## config.mk

```make
export PLATFORM = sky130hd
export DESIGN_NAME = psa_ctrl
export DESIGN_NICKNAME = d
export VERILOG_FILES = /design/src/hw/rtl/psa_pkg.sv /design/src/hw/rtl/psa_ctrl.sv
export SDC_FILE = /design/constraint.sdc
export NUM_CORES = 1
export LEC_CHECK = 0
export BUFFER_PORTS_ARGS = -buffer_cell sky130_fd_sc_hd__buf_4
export CAP_MARGIN = 10
export CORE_ASPECT_RATIO = 1.25
export CORE_MARGIN = 1.5
export CORE_UTILIZATION = 44
export DETAILED_ROUTE_END_ITERATION = 6
export PLACE_DENSITY = 0.66
export SLEW_MARGIN = 20
export SYNTH_ARGS = -nofsm -noshare
export SYNTH_HDL_FRONTEND = slang
export SYNTH_SLANG_ARGS = --single-unit
```

## constraint.sdc

```tcl
create_clock -name clk_i -period 4.5 [get_ports clk_i]
set_input_delay 0.9 -clock clk_i [delete_from_list [all_inputs] [get_ports clk_i]]
set_output_delay 0.9 -clock clk_i [all_outputs]
set_load 0.02 [all_outputs]
```

## src/hw/rtl/psa_pkg.sv

```systemverilog
// ----------------------------------------------------------------------------
// psa_pkg
// Types, widths and datapath commands shared by the phong shading modules.
// ----------------------------------------------------------------------------
`default_nettype none

package psa_pkg;

  localparam int unsigned SQW      = 50;  // square root operand width
  localparam int unsigned LENW     = 25;  // vector length width
  localparam int unsigned DVW      = 44;  // divider remainder width
  localparam int unsigned QW       = 15;  // quotient width
  localparam int unsigned VW       = 24;  // raw vector component width
  localparam int unsigned DIRW     = 17;  // unit direction component width
  localparam int unsigned DTW      = 34;  // dot product width
  localparam int unsigned D14W     = 20;  // scaled dot width
  localparam int unsigned MW       = 33;  // multiplier operand width
  localparam int unsigned SUMW     = 24;  // channel accumulator width
  localparam int unsigned SQRT_STEPS = SQW / 2;
  localparam int unsigned DIV_STEPS  = QW;
  localparam logic [15:0] ONE_Q14  = 16'h4000;
  localparam logic [15:0] LANE_MAX = 16'hFFFF;

  typedef struct packed {
    logic [47:0] surface_point;
    logic [47:0] surface_normal;
    logic [47:0] view_direction;
    logic [47:0] ambient_coeff;
    logic [47:0] diffuse_coeff;
    logic [47:0] specular_coeff;
    logic [7:0]  shininess;
    logic [47:0] light_position;
    logic [47:0] light_intensity;
    logic        last_light;
  } psa_in_t;

  typedef struct packed {
    logic [15:0] red;
    logic [15:0] green;
    logic [15:0] blue;
  } psa_out_t;

  typedef enum logic [4:0] {
    OP_NONE,
    OP_SQ,
    OP_SQRT_INIT,
    OP_SQRT_STEP,
    OP_DIV_INIT,
    OP_DIV_STEP,
    OP_DIV_STORE,
    OP_DOT_N,
    OP_DOT_V,
    OP_REFL_PREP,
    OP_REFL,
    OP_BASE,
    OP_POW_MUL,
    OP_POW_SQ,
    OP_ACC_A,
    OP_ACC_B,
    OP_ACC_C,
    OP_ACC_D,
    OP_AMB,
    OP_EMIT
  } psa_op_e;

  typedef struct packed {
    psa_op_e    op;
    logic [1:0] lane;
    logic [2:0] pos;
  } psa_cmd_t;

  typedef struct packed {
    logic last_light;
    logic out_free;
  } psa_status_t;

  function automatic logic [15:0] lane_of(logic [47:0] w, logic [1:0] c);
    return w[16*c +: 16];
  endfunction

endpackage

`default_nettype wire

```

## src/hw/rtl/psa_ctrl.sv

```systemverilog
// ----------------------------------------------------------------------------
// psa_ctrl
// Sequencer that steps the shading datapath through one light per transaction.
// ----------------------------------------------------------------------------
`default_nettype none

module psa_ctrl import psa_pkg::*; (
  input  logic        clk_i,
  input  logic        rst_ni,
  input  logic        load_i,
  input  psa_status_t status_i,
  output logic        in_ready_o,
  output psa_cmd_t    cmd_o
);

  typedef enum logic [4:0] {
    S_IDLE, S_SQ, S_SQRT_INIT, S_SQRT, S_DIV_INIT, S_DIV, S_DIV_STORE, S_DOT,
    S_REFL_PREP, S_REFL, S_BASE, S_POW_MUL, S_POW_SQ, S_ACC_A, S_ACC_B,
    S_ACC_C, S_ACC_D, S_AMB, S_EMIT_WAIT, S_EMIT
  } state_e;

  state_e     state_q, state_d;
  logic [1:0] lane_q, lane_d;
  logic [2:0] pos_q, pos_d;
  logic [4:0] iter_q, iter_d;
  logic       pass_q, pass_d;
  logic       in_ready_q;
  psa_cmd_t   cmd_q;

  function automatic psa_op_e op_of(state_e s, logic p);
    psa_op_e o;
    case (s)
      S_SQ:        o = OP_SQ;
      S_SQRT_INIT: o = OP_SQRT_INIT;
      S_SQRT:      o = OP_SQRT_STEP;
      S_DIV_INIT:  o = OP_DIV_INIT;
      S_DIV:       o = OP_DIV_STEP;
      S_DIV_STORE: o = OP_DIV_STORE;
      S_DOT:       o = p ? OP_DOT_V : OP_DOT_N;
      S_REFL_PREP: o = OP_REFL_PREP;
      S_REFL:      o = OP_REFL;
      S_BASE:      o = OP_BASE;
      S_POW_MUL:   o = OP_POW_MUL;
      S_POW_SQ:    o = OP_POW_SQ;
      S_ACC_A:     o = OP_ACC_A;
      S_ACC_B:     o = OP_ACC_B;
      S_ACC_C:     o = OP_ACC_C;
      S_ACC_D:     o = OP_ACC_D;
      S_AMB:       o = OP_AMB;
      S_EMIT:      o = OP_EMIT;
      default:     o = OP_NONE;
    endcase
    return o;
  endfunction

  always_comb begin
    state_d = state_q;
    lane_d  = lane_q;
    pos_d   = pos_q;
    iter_d  = iter_q;
    pass_d  = pass_q;
    case (state_q)
      S_IDLE: begin
        if (load_i) begin
          state_d = S_SQ;
          lane_d  = 2'd0;
          pass_d  = 1'b0;
        end
      end
      S_SQ: begin
        if (lane_q == 2'd2) begin
          state_d = S_SQRT_INIT;
        end else begin
          lane_d = lane_q + 2'd1;
        end
      end
      S_SQRT_INIT: begin
        state_d = S_SQRT;
        iter_d  = '0;
      end
      S_SQRT: begin
        if (iter_q == 5'(SQRT_STEPS - 1)) begin
          state_d = S_DIV_INIT;
          lane_d  = 2'd0;
        end else begin
          iter_d = iter_q + 5'd1;
        end
      end
      S_DIV_INIT: begin
        state_d = S_DIV;
        iter_d  = '0;
      end
      S_DIV: begin
        if (iter_q == 5'(DIV_STEPS - 1)) begin
          state_d = S_DIV_STORE;
        end else begin
          iter_d = iter_q + 5'd1;
        end
      end
      S_DIV_STORE: begin
        if (lane_q == 2'd2) begin
          state_d = S_DOT;
          lane_d  = 2'd0;
        end else begin
          state_d = S_DIV_INIT;
          lane_d  = lane_q + 2'd1;
        end
      end
      S_DOT: begin
        if (lane_q == 2'd2) begin
          state_d = pass_q ? S_BASE : S_REFL_PREP;
        end else begin
          lane_d = lane_q + 2'd1;
        end
      end
      S_REFL_PREP: begin
        state_d = S_REFL;
        lane_d  = 2'd0;
      end
      S_REFL: begin
        if (lane_q == 2'd2) begin
          state_d = S_SQ;
          lane_d  = 2'd0;
          pass_d  = 1'b1;
        end else begin
          lane_d = lane_q + 2'd1;
        end
      end
      S_BASE: begin
        state_d = S_POW_MUL;
        pos_d   = '0;
      end
      S_POW_MUL: state_d = S_POW_SQ;
      S_POW_SQ: begin
        if (pos_q == 3'd7) begin
          state_d = S_ACC_A;
          lane_d  = 2'd0;
        end else begin
          state_d = S_POW_MUL;
          pos_d   = pos_q + 3'd1;
        end
      end
      S_ACC_A: state_d = S_ACC_B;
      S_ACC_B: state_d = S_ACC_C;
      S_ACC_C: state_d = S_ACC_D;
      S_ACC_D: begin
        if (lane_q != 2'd2) begin
          state_d = S_ACC_A;
          lane_d  = lane_q + 2'd1;
        end else if (status_i.last_light) begin
          state_d = S_AMB;
          lane_d  = 2'd0;
        end else begin
          state_d = S_IDLE;
        end
      end
      S_AMB: begin
        if (lane_q == 2'd2) begin
          state_d = S_EMIT_WAIT;
        end else begin
          lane_d = lane_q + 2'd1;
        end
      end
      S_EMIT_WAIT: begin
        if (status_i.out_free) begin
          state_d = S_EMIT;
        end
      end
      S_EMIT:  state_d = S_IDLE;
      default: state_d = S_IDLE;
    endcase
  end

  always_ff @(posedge clk_i or negedge rst_ni) begin
    if (!rst_ni) begin
      state_q    <= S_IDLE;
      lane_q     <= '0;
      pos_q      <= '0;
      iter_q     <= '0;
      pass_q     <= 1'b0;
      in_ready_q <= 1'b0;
      cmd_q      <= '{op: OP_NONE, lane: 2'd0, pos: 3'd0};
    end else begin
      state_q    <= state_d;
      lane_q     <= lane_d;
      pos_q      <= pos_d;
      iter_q     <= iter_d;
      pass_q     <= pass_d;
      in_ready_q <= (state_d == S_IDLE);
      cmd_q      <= '{op: op_of(state_d, pass_d), lane: lane_d, pos: pos_d};
    end
  end

  assign in_ready_o = in_ready_q;
  assign cmd_o      = cmd_q;

endmodule

`default_nettype wire

```

After elaboration in Yosys (flattened, before gate mapping)
Cells that the tools add are included.

word-level totals
  bits in registers = 22
  bits in latches = 0
  bits in writable memories = 0
  ROM bits = 0
  bits of input ports = 5
  output and inout port bits = 11
  word-level logic and storage cells = 102
  memories kept = 0

operators by class
  add/sub/neg operators = 3
  $mul = 0
  divide/modulo/power cells = 0
  magnitude comparators = 0
  equal/unequal tests = 49
  shifts and indexed selects = 0
  muxes and demuxes = 32
  bitwise gates (word level) = 0
  reduce and logical (&&, ||, !) cells = 11

operator list
  operator                                                                number
  5-bit one-hot mux with 19 select lines                                  1
  5-bit one-hot mux with 18 select lines                                  1
  5-bit by 4-bit equality test with 1-bit output (second input constant)  17
  5-bit two-way mux                                                       12
  5-bit by 3-bit equality test with 1-bit output (second input constant)  8
  5-bit equality test (second input constant)                             7
  5-bit by 2-bit equality test with 1-bit output (second input constant)  4
  2-bit two-way mux                                                       9
  2-bit != test (second input constant)                                   8
  5-bit one-hot mux with 3 select lines                                   1
  2-bit one-hot mux with 7 select lines                                   1
  5-bit by 1-bit equality test with 1-bit output (second input constant)  2
  5-bit logical NOT                                                       2
  7-bit nonzero test                                                      1
  3-bit two-way mux                                                       2
  3-bit one-hot mux with 2 select lines                                   1
  6-bit AND reduction                                                     1
  5-bit by 1-bit adder with 5-bit output (second input constant)          1
  4-bit two-way mux                                                       1
  2-bit OR reduction                                                      2
  3-bit by 1-bit adder with 3-bit output (second input constant)          1
  3-bit equality test (second input constant)                             1
  3-bit != test (second input constant)                                   1
  3-bit AND reduction                                                     1
  other kinds (8)                                                         9

Longest topological paths before layout
Gate-level depths: netlist of run 1.

  depth after elaboration = 5
  mapped depth = 10
  depth with buffers taken out = 9

Worst setup path before layout of run 1
OpenSTA, ideal clock, no wires.

  path type = flip-flop to flip-flop
  start = register cmd_o[3] (netlist name)
  end = register iter_q[0]
  setup time = 0.125 ns
  data arrival time = 2.478 ns
  data required time = 4.375 ns
  slack = 1.896 ns
  cell stages (with the launch flop) = 10
  buffers on the path = 1
  clock period less this slack = 2.604 ns
  cells stage by stage = dfrtp_1 > inv_1 > ha_1 > buf_2 > nor2_2 > o21ai_1 > a311o_1 > or3_1 > a211o_1 > mux2_4

RTL lines
  item                  RTL line         source
  to (signal assigned)  psa_ctrl.sv:187  iter_q <= iter_d;
  to (decl)             psa_ctrl.sv:25   logic [4:0] iter_q, iter_d;

Worst setup path after layout of run 1
  start = register state_q[2]
  end = register iter_q[0]

between the ends
  word-level cells in the longest chain between the ends = 4
  elaborated cells between the ends (all ways) = 10
  classes of those cells = 6 x eq/ne; 1 x mux; 3 x reduce/logical

ends and longest elaborated chain
  item                                                                                                                     RTL line         source
  from (decl)                                                                                                              psa_ctrl.sv:22   state_e state_q, state_d;
  from (signal assigned)                                                                                                   psa_ctrl.sv:184  state_q <= state_d;
  5-bit by 3-bit equality test with 1-bit output / 5-bit by 2-bit equality test with 1-bit output (equally long branches)  psa_ctrl.sv:62   case (state_q)
  2-bit OR reduction (no line)                                                                                             --
  3-bit nonzero test (no line)                                                                                             --
  3-bit AND reduction (no line)                                                                                            --

Parallel ways exist; a longest one is shown, timed or not.
A chain may end at the register's enable or synchronous reset.

==> results of run 1 <==
report_power, final:
group | internal (W) | leakage [nW] | total (W) | switching [W]
logic | 0.000358 | 0.493 | 0.000839 | 0.000481
clock network | 0.0000780 | 0.0288 | 0.000142 | 0.0000639
registers | 0.000281 | 0.280 | 0.000434 | 0.000153
layout by cell type (no fill, tap or decap), drive strengths merged, types with 3 or more instances in the layout:
| cell type | n |
|---|---|
| nor2b | 4 |
| nor2 | 5 |
| o32ai | 3 |
| nand4b | 4 |
| buf | 15 |
| nand2 | 12 |
| mux2i | 4 |
| a31o | 3 |
| nor3b | 4 |
| a211o | 3 |
| o21ai | 10 |
| nand3 | 7 |
| clkbuf | 4 |
| a21oi | 9 |
| nand2b | 8 |
| or3 | 4 |
| ha | 8 |
| nor3 | 3 |
| o211ai | 3 |
| a2111oi | 3 |
| a31oi | 5 |
| o22ai | 3 |
| mux2 | 3 |
| a22o | 4 |
| a311oi | 3 |
| inv | 12 |
| dfrtp | 22 |
per-layer routing:
metal  up-vias  share of wire (%)  global-route usage [%]
met5         -                  0                       0
met1       811                 43                    26.6
met2        37                 52                    36.2
met3         7                4.1                    1.72
li1        768                  -                       -
met4         0                1.1                    6.04
cells in the mapped netlist (all sizes together), types with 3 or more instances:
cell / n / share of area [%]
dfrtp: 22 / 30
buf: 13 / 4.9
inv: 12 / 2.4
nand2: 12 / 2.4
o21ai: 10 / 2.7
a21oi: 9 / 2.4
ha: 8 / 5.4
nand2b: 8 / 2.7
nand3: 7 / 2.2
a31oi: 5 / 1.7
nor2: 5 / 1.6
a22o: 4 / 1.9
mux2i: 4 / 2.2
nand4b: 4 / 1.9
nor2b: 4 / 1.4
nor3b: 4 / 1.6
or3: 4 / 1.4
a2111oi: 3 / 2.5
a211o: 3 / 1.4
a311oi: 3 / 1.4
a31o: 3 / 1.4
mux2: 3 / 2.0
nor3: 3 / 1.4
o211ai: 3 / 1.2
o22ai: 3 / 1.0
o32ai: 3 / 1.8
flip-flops by register name (all words and copies together), names as in the netlist:
register and flops:
cmd_o 10, iter_q 5, state_q 5, in_ready_o 1, pass_q 1
worst paths after layout:
path / startpoint / to / slack [ps] / cells past startpoint
setup / recovery: state_q[2] / iter_q[0] / 1610 / 6
hold / removal: rst_ni / cmd_o[0] / 510 / 1
max in group asynchronous: rst_ni / state_q[2] / 3770 / 1
setup reg to reg: state_q[2] / iter_q[0] / 1610 / 6
min in group clk_i: cmd_o[2] / cmd_o[2] / 540 / 1
hold reg to reg: cmd_o[2] / cmd_o[2] / 540 / 1
area by class of cell:
type	count	area, um^2
well taps	56	70.1
clock buffers	4	55.1
fillers	419	2050
flip-flops and latches	22	551
repair buffers	15	113
multi-input cells	149	1150
inverters	12	45.0
logic make-up after synthesis:
group | Yosys count
buffers and inverters | 26
AND/OR/NAND/NOR | 69
adder cells (fa/ha/maj) | 8
XOR/XNOR | 1
multiplexers | 7
AO/OA/AOI/OAI | 64
flip-flops | 22
critical path, stage by stage (launching register included):
cell	delay, ps
dfrtp_1	920
or2_1	310
o21ai_1	120
a311o_1	400
or3_1	460
a211o_1	320
mux2_4	260
per-stage QoR:
step / hold slack [ps] / cells / instance area (um^2)
2_1_floorplan: 515 / 197 / 1840
4_1_cts: 522 / 258 / 1980
3_3_place_gp: 516 / 254 / 1930
5_1_grt: 532 / 258 / 1980
6_report: 512 / 258 / 1980
3_5_place_dp: 523 / 254 / 1930
==> key figures, run 1 <==
Global routing
  – Total GRT Usage: 20.6%
  – Antenna violations before repair: 0
  – Vias in the first global route: 1526
  – Pin count of the biggest net entering global routing: 33
  – Global-route wire length before repair: roughly 7200 um
  – Grt ovf: 0

Run status
  – Outcome: complete, no violations

Logic synthesis
  – Register area share after synthesis: between 20% and 30%
  – Xor/xnor share of the synthesized area: 0.476%
  – Syn_nets: 210
  – Compound-gate portion of the synthesized area: 27.6%
  – Cell Area, Synth: 1840 um^2
  – Main synth FF type: dfrtp_1
  – Synth async-reset ratio: 100%
  – Synth Instances: 197
  – YS warnings: 0
  – Synth Area in Adders: 5.44%
  – Flops & latches, synth: 22
  – Mapped Avg Cell Area: 9.34 um^2
  – Yosys cell types: 63
  – Post-synthesis mux area share: 4.22%
  – Largest family of logic cells by synthesized area: compound AO/OA/AOI/OAI gates
  – Simple-Gate Fraction of Synth Area: around a quarter
  – Post-synth EDFFs: 0

CTS
  – CTS tree: yes
  – Sink Count: 22
  – Post-CTS Setup Repair Bufs: 0
  – Clock buffer depth: 2
  – Clk slew on worst S/H paths: 80 ps
  – Root Buffer: clkbuf_8
  – Worst-skew pair later-pin latency: 260 ps
  – CTS hold repair buffers: 0
  – H-tree Lvls: 1
  – Cts repair resizes: 0
  – CTS Buf Count: 3

Cells and area
  – Area delta synth->final: 7.82%
  – Util after Layout: 49.2%
  – # diodes: 0
  – Fin nets: approximately 220
  – Share of cells above drive strength 1: a little under a fifth

Critical path
  – Worst Path Max Fanout: 30
  – CP startpoint kind: flop
  – WS Path Type: reg2reg
  – CP endpoint kind: flop
  – Data required, critical path: 4650 ps
  – CP arrival: slightly above 3000 ps

Timing
  – Slew margin rel.: 38.0%
  – Period utilization: roughly 64%
  – RSZ-0062 raised after global routing: no
  – Setup TNS: 0 ps
  – Final setup vio count: 0
  – Final Critical Period: ~2900 ps
  – Final slew viol count: 0
  – Setup Skew: 2.72 ps
  – Setup ws final: roughly 1600 ps
  – Actual slew at the worst max-slew pin: around 930 ps
  – Hold Vio Cnt, Final: 0
  – Fmax: 346 MHz

Floorplanning
  – Io pins: 16
  – Core Area: 4030 um^2
  – Initial Util: between 40% and 50%
  – Std-Cell Rows: 26
  – Die outline width: 60.8 um
  – DIE AREA: 4580 um^2
  – Die Span Y: between 70 and 80 um

Route
  – DR vias/cell: 6.29
  – DRC: 0
  – TritonRoute pass-1 iters: 4
  – WL per Instance: approximately 17 um
  – DR vias: 1623
  – Final ANT Viol Nets: 0
  – Iteration-0 DRC Markers: 98
  – WL final: around 4400 um

Run
  – Max Cap Viol: 0

Placed design
  – Port-buffer cells: 15
  – Hpwl dp: 3310 um
  – GPL Wtd Cong: 0.869
  – Pre-CTS WS: around 1700 ps

Power and ir drop
  – VDD IR max: 0.327 mV
  – Pleak: about 0.8 nW
  – P per Cell Area: 713 nW/um^2
  – Tot Pwr: 0.00141 W

Min path
  – Worst hold-check path type: in2async
Note: power is estimated with default switching activity, not from simulation.
==> inputs of run 2 (changes only) <==
ABC_AREA = 1   (was default)
clock period = 2.75 ns   (was 4.5 ns; I/O delays follow)
==> run 2 against run 1 <==
  * Sequential share of layout area shrank 0.45 points
  * Setup slack lost 1000 ps
  * Synthesized area shrank 3.2%
  * Maximum frequency grew 33%
  * Flip-flop and latch count is the same
  * Combinational power grew 51%
  * Critical path depth grew 5
  * Largest power group unchanged
==> key figures, run 2 <==
Run status
  – Outcome: complete, no violations

Floorplanning
  – Die outline width: 59.9 um (-1.5%)
  – Die Span Y: 74.1 um (-1.5%)
  – DIE AREA: 4440 um^2 (-3.1%)
  – Core Area: 3820 um^2 (-5.4%)
  – Io pins: 16 (unchanged)
  – Initial Util: 46.7% (+1.1 points)
  – Std-Cell Rows: 25 (-3.8%)

Power and ir drop
  – Sw power: 0.00106 W (+52%)
  – P per Cell Area: 1010 nW/um^2 (+41%)
  – VDD IR max: 0.575 mV (+76%)
  – Seq pwr share: 25.8% (-4.9 points)
  – Logic pwr share: 62.4% (+3.1 points)
  – Sw frac: 52.1% (+2.7 points)
  – Pleak: 1.10 nW (+37%)
  – Clock share of power: 11.8% (+1.8 points)
  – Int Power: 0.000975 W (+36%)

Cells and area
  – Largest register FFs: 10 (unchanged)
  – Fin nets: 298 (+38%)
  – Most frequent cells in the layout: 62 x nand2_1, 43 x nor2_1, 35 x inv_1
  – # diodes: 0 (unchanged)
  – FILL cells: 416 (-0.72%)
  – Non-Filler Instances: 338 (+31%)
  – Commonest non-fill, non-tap cell in the layout: nand2_1
  – Share of cells above drive strength 1: 15.5% (-3.3 points)
  – Area delta synth->final: 13.2%

Logic synthesis
  – Flops & latches, synth: 22 (unchanged)
  – Synth top area cells: dfrtp_1 31%, nand2_1 13%, nor2_1 9.1%, nand3_1 7.6%, inv_1 7.4%
  – Synth async-reset ratio: 100% (unchanged)
  – Synth top area share: 30.9% (+0.99 points)
  – Synth Instances: 265 (+35%)
  – Mapped Avg Cell Area: 6.72 um^2 (-28%)
  – Post-synth top cells: 62 x nand2_1, 43 x nor2_1, 35 x inv_1
  – Yosys cell types: 29 (-54%)
  – Syn_nets: 278 (+32%)
  – Compound-gate portion of the synthesized area: 8.08% (-20 points)
  – Synth Area in Adders: 5.62% (+0.18 points)
  – Xor/xnor share of the synthesized area: 1.48% (+1.0 points)
  – Most common cell in the netlist: nand2_1
  – Post-synthesis mux area share: 0.562% (-3.7 points)
  – Cell Area, Synth: 1780 um^2 (-3.2%)
  – Simple-Gate Fraction of Synth Area: 44.9% (+20 points)
  – Area leader, netlist: dfrtp_1
  – Largest family of logic cells by synthesized area: simple AND/OR/NAND/NOR gates
  – Post-synth EDFFs: 0 (unchanged)
  – YS warnings: 0 (unchanged)
  – Main synth FF type: dfrtp_1
  – Register area share after synthesis: 30.9% (+0.99 points)

CTS
  – Root Buffer: clkbuf_8
  – CTS Buf Count: 3 (unchanged)
  – Worst-skew pair later-pin latency: 270 ps (about the same)
  – Sink Count: 22 (unchanged)
  – Clk slew on worst S/H paths: 80 ps (about the same)
  – H-tree Lvls: 1 (unchanged)
  – Post-CTS Setup Repair Bufs: 0 (unchanged)
  – CTS tree: yes
  – Cts repair resizes: 0 (unchanged)
  – CTS hold repair buffers: 0 (unchanged)
  – Clock buffer depth: 2 (unchanged)

Timing
  – Final slew viol count: 0 (unchanged)
  – Hold Worst Slack: 156 ps (-355 ps)
  – Fmax: 460 MHz (+33%)
  – Slew margin rel.: 73.9% (+36 points)
  – Period utilization: 79.1% (+15 points)
  – Setup Skew: 3.91 ps (+1.19 ps)
  – Final Critical Period: 2170 ps (-717 ps)
  – Hold Vio Cnt, Final: 0 (unchanged)
  – RSZ-0062 raised after global routing: no
  – Setup TNS: 0 ps (unchanged)
  – Actual slew at the worst max-slew pin: 387 ps (-543 ps)
  – Final setup vio count: 0 (unchanged)

Global routing
  – Met3 Usage GRT: 3.65% (+1.9 points)
  – Total GRT Usage: 23.1% (+2.5 points)
  – Global-route wire length before repair: 7700 um (+6.8%)
  – Met2 usage: 42.0% (+5.8 points)
  – Global Route met1 Usage: 25.2% (-1.4 points)
  – Pin count of the biggest net entering global routing: 23 (-30%)
  – GRT busiest layer: met2
  – Grt ovf: 0 (unchanged)
  – Antenna violations before repair: 0 (unchanged)
  – Vias in the first global route: 1724 (+13%)

Route
  – DR vias/cell: 5.37 (-15%)
  – TritonRoute pass-1 iters: 5 (+1)
  – WL per Instance: 14.2 um (-17%)
  – DRC: 0 (unchanged)
  – DR vias: 1815 (+12%)
  – Iteration-0 DRC Markers: 134 (+37%)
  – WL final: 4790 um (+8.5%)
  – Final ANT Viol Nets: 0 (unchanged)

Critical path
  – WS Path Type: reg2reg
  – Cells on worst reg2reg path: 11 (+5)
  – CP endpoint kind: flop
  – Data required, critical path: 2910 ps (-1740 ps)
  – CP arrival: 2330 ps (-720 ps)
  – Reg2reg end: cmd_o[6]
  – Most used cell along the critical path: nand2_1
  – R2r startpoint: cmd_o[3]
  – CP max-delay cell: dfrtp_1
  – Cells along the critical path: inv_1, ha_1, inv_1, nand4_1, nor3b_1, nand3_1, nor2_2, nand2_1, nand2_1, nor2_1, nand2_1
  – Worst Path Max Fanout: 8 (-73%)
  – Worst path max stage delay: 400 ps (-520 ps)
  – CP startpoint kind: flop
  – Flop2flop setup slack: 580 ps (-1030 ps)

Min path
  – Worst hold-check path type: in2async

Run
  – Max Cap Viol: 0 (unchanged)

Placed design
  – Hpwl dp: 3880 um (+17%)
  – Port-buffer cells: 15 (unchanged)
  – Placed insts: 334 (+31%)
  – GPL Wtd Cong: 1.05 (+20%)
[run 2: cells by family (layout without fill, tap and decap cells)]
family          Yosys count  count (layout)
compound gates           22              22
xor+xnor                  3               3
fa+ha+maj                 8               8
buf+inv                  39              58
flops                    22              22
mux                       1               1
simple gates            170             170
[run 2: stage by stage]
stage | setup slack, ps | utilization [%] | instance area (um^2) | total power, W
global placement | 538 | 51.4 | 1960 | 0.00180
floorplan | 808 | - | 1780 | 0.00146
global route | 392 | 52.8 | 2020 | 0.00222
CTS | 573 | 52.8 | 2020 | 0.00204
finish | 575 | 52.8 | 2020 | 0.00203
detailed placement | 594 | 51.4 | 1960 | 0.00179
[run 2: worst max-delay path: cells and delay by family (launching register included)]
family	cells	cell delay (ps)
AND/OR/NAND/NOR	8	1080
flip-flops	1	400
buffers and inverters	2	310
adder cells (fa/ha/maj)	1	280
[run 2: how the worst max path moves through the flow]
stage	start	to	depth (start not counted)
after detailed placement	cmd_o[3]	cmd_o[5]	11
after CTS	cmd_o[3]	cmd_o[5]	11
after global placement	cmd_o[3]	cmd_o[6]	11
after floorplan	cmd_o[3]	cmd_o[7]	13
final	cmd_o[3]	cmd_o[6]	11
after global routing	cmd_o[3]	cmd_o[8]	12
[run 2: layout make-up]
cell class	count	area (um^2)	area share, %
clock buffer	4	55.1	2.73
sequential	22	551	27.3
tap	54	67.6	3.35
multi-input combinational	204	1080	53.6
timing repair buffer	16	120	5.96
inverter	38	143	7.08
[run 2: metal layers]
metal,up-vias,routed length (um)
li1,898,-
met1,821,1870
met2,73,2380
met3,23,288
met4,0,243
met5,-,0
[run 2: power groups by stage]
| stage | Sequential (W) | Clock (W) | Combinational [W] |
|---|---|---|---|
| after floorplan | 0.000566 | 0 | 0.000897 |
| after global placement | 0.000526 | 0 | 0.00127 |
| after detailed placement | 0.000528 | 0 | 0.00126 |
| after CTS | 0.000522 | 0.000246 | 0.00127 |
| after global routing | 0.000534 | 0.000265 | 0.00142 |
| final | 0.000524 | 0.000240 | 0.00127 |
==> inputs of run 3 (changes only) <==
clock period = 2.3 ns   (was 2.75 ns; I/O delays follow)
==> run 3 against run 2 <==
  * Cell area grew 2.8%
  * Critical path depth is the same
  * Worst hold slack lost 95 ps
  * Setup slack lost 400 ps
  * Maximum frequency grew 2.1%
  * Combinational power grew 25%
  * Via count grew 1.2%
  * Total power grew 27%
  * Critical path type unchanged
  * Largest cell class unchanged
  * Largest power group unchanged
  * Highest routed layer unchanged
==> key figures, run 3 (synthesis results as in run 2) <==
Run status
  – Outcome: complete, no violations

Cells and area
  – # diodes: 0 (unchanged)
  – Fin nets: 302 (+1.3%)
  – Commonest non-fill, non-tap cell in the layout: nand2_1
  – Area of the multi-input gates: 1090 um^2 (+0.93%)
  – Most frequent cells in the layout: 62 x nand2_1, 42 x nor2_1, 35 x inv_1
  – Area delta synth->final: 16.4%
  – Share of cells above drive strength 1: 17.4% (+1.9 points)
  – FILL cells: 389 (-6.5%)
  – Flip-flop and latch area: 551 um^2 (unchanged)
  – Largest register FFs: 10 (unchanged)

Floorplanning
  – Initial Util: 46.7% (unchanged)
  – Std-Cell Rows: 25 (unchanged)
  – Die outline width: 59.9 um (unchanged)
  – Core Area: 3820 um^2 (unchanged)
  – DIE AREA: 4440 um^2 (unchanged)
  – Io pins: 16 (unchanged)
  – Die Span Y: 74.1 um (unchanged)

Critical path
  – Reg2reg end: cmd_o[5]
  – CP startpoint kind: flop
  – Cells along the critical path: inv_1, ha_2, inv_1, nand4_1, nor3b_1, nand3_1, nor2_2, nand2_1, nand2_1, nor2_1, nand2_1
  – CP arrival: 2290 ps (-40 ps)
  – WS Path Type: reg2reg
  – Cells on worst reg2reg path: 11 (unchanged)
  – Most used cell along the critical path: nand2_1
  – Crit path launch: cmd_o[3]
  – Data required, critical path: 2470 ps (-440 ps)
  – CP endpoint kind: flop
  – Worst path max stage delay: 410 ps (about the same)
  – Flop2flop setup slack: 170 ps (-400 ps)
  – CP max-delay cell: dfrtp_1
  – R2r startpoint: cmd_o[3]
  – Worst Path Max Fanout: 8 (unchanged)

Timing
  – Final slew viol count: 0 (unchanged)
  – Slew margin rel.: 69.1% (-4.9 points)
  – Setup ws final: 171 ps (-404 ps)
  – Final Critical Period: 2130 ps (-45.6 ps)
  – Setup Skew: 2.65 ps (-1.26 ps)
  – Period utilization: 92.6% (+13 points)
  – Hold Worst Slack: 60.9 ps (-95.3 ps)
  – Final setup vio count: 0 (unchanged)
  – Fmax: 470 MHz (+2.1%)
  – Hold Vio Cnt, Final: 0 (unchanged)
  – Actual slew at the worst max-slew pin: 459 ps (+72.1 ps)

CTS
  – Clock buffer depth: 2 (unchanged)
  – CTS Buf Count: 3 (unchanged)
  – Root Buffer: clkbuf_8
  – Sink Count: 22 (unchanged)
  – Worst-skew pair later-pin latency: 270 ps (about the same)
  – CTS tree: yes
  – Clk slew on worst S/H paths: 90 ps (about the same)
  – H-tree Lvls: 1 (unchanged)

Route
  – DR vias/cell: 5.37 (about the same)
  – Final ANT Viol Nets: 0 (unchanged)
  – WL per Instance: 14.3 um (+0.98%)
  – DRC: 0 (unchanged)
  – WL final: 4890 um (+2.2%)
  – Iteration-0 DRC Markers: 124 (-7.5%)
  – TritonRoute pass-1 iters: 5 (unchanged)
  – DR vias: 1837 (+1.2%)

Power and ir drop
  – Pleak: 1.12 nW (+2.3%)
  – P per Cell Area: 1250 nW/um^2 (+24%)
  – VDD IR max: 0.673 mV (+17%)
  – Tot Pwr: 0.00259 W (+27%)

Placed design
  – Pre-CTS WS: 118 ps (-476 ps)
  – Hpwl dp: 3920 um (+1.0%)
  – Port-buffer cells: 15 (unchanged)
  – GPL Wtd Cong: 0.997 (-4.8%)

Global routing
  – Antenna violations before repair: 0 (unchanged)
  – Total GRT Usage: 23.4% (+0.31 points)
  – Pin count of the biggest net entering global routing: 23 (unchanged)
  – Vias in the first global route: 1727 (+0.17%)
  – Grt ovf: 0 (unchanged)
  – Global-route wire length before repair: 7730 um (+0.36%)

Min path
  – Worst hold-check path type: in2async

Run
  – Max Cap Viol: 0 (unchanged)
## run 3: cell types whose count changed in the layout (fill, tap and decap cells not counted)
cell and delta:
ha_1 -1, buf_4 +4, ha_2 +1, nor2_4 +1, bufinv_16 +1, clkbuf_8 -1, nor2_1 -1
## run 3: worst max path at each step
| stage | cells after the start | endpoint | slack, ps |
|---|---|---|---|
| floorplan | 13 | cmd_o[7] | 360 |
| global placement | 11 | cmd_o[8] | 90 |
| detailed placement | 15 | cmd_o[5] | 120 |
| CTS | 15 | cmd_o[5] | 100 |
| global route | 12 | cmd_o[7] | -0.2 |
| finish | 11 | cmd_o[5] | 170 |
## run 3: what timing repair did
item,CTS,global route
hold buffers,0,0
hold endpoints to repair,0,0
resized for setup,0,3
endpoints found under the setup margin,0,6
setup buffers,0,1
## run 3: metrics by stage
| stage | util [%] | instance area, um^2 | setup TNS (ps) | instances |
|---|---|---|---|---|
| floorplan | - | 1780 | 0 | 265 |
| global placement | 52.0 | 1980 | 0 | 337 |
| detailed placement | 52.0 | 1980 | 0 | 337 |
| CTS | 53.8 | 2050 | 0 | 341 |
| global route | 54.3 | 2070 | -0.202 | 342 |
| finish | 54.3 | 2070 | 0 | 342 |
## run 3: routing by layer
| layer | vias to the layer above | wire length, um | global-route usage, % |
|---|---|---|---|
| li1 | 913 | - | - |
| met1 | 800 | 1860 | 26.7 |
| met2 | 97 | 2480 | 41.4 |
| met3 | 27 | 330 | 2.43 |
| met4 | 0 | 227 | 13.6 |
| met5 | - | 0 | 0 |
## run 3: cell type report
class | instances | share of cell area [%]
inverter | 38 | 6.88
clock inverter | 1 | 1.45
clock buffer | 3 | 1.99
tap | 54 | 3.26
timing repair buffer | 20 | 7.25
multi-input combinational | 204 | 52.6
sequential | 22 | 26.6
## run 3: where the power goes
group	switching (W)	internal [W]	leakage [nW]	total [W]
Sequential	0.000117	0.000507	0.292	0.000624
Combinational	0.00104	0.000552	0.793	0.00159
Clock	0.000140	0.000233	0.0357	0.000373
Total	0.00130	0.00129	1.12	0.00259
## run 3: critical path, delay by kind of cell, from the launching register on
| family | cells | cell delay, ps |
|---|---|---|
| flip-flops | 1 | 410 |
| adder cells (fa/ha/maj) | 1 | 240 |
| AND/OR/NAND/NOR | 8 | 1080 |
| buffers and inverters | 2 | 320 |
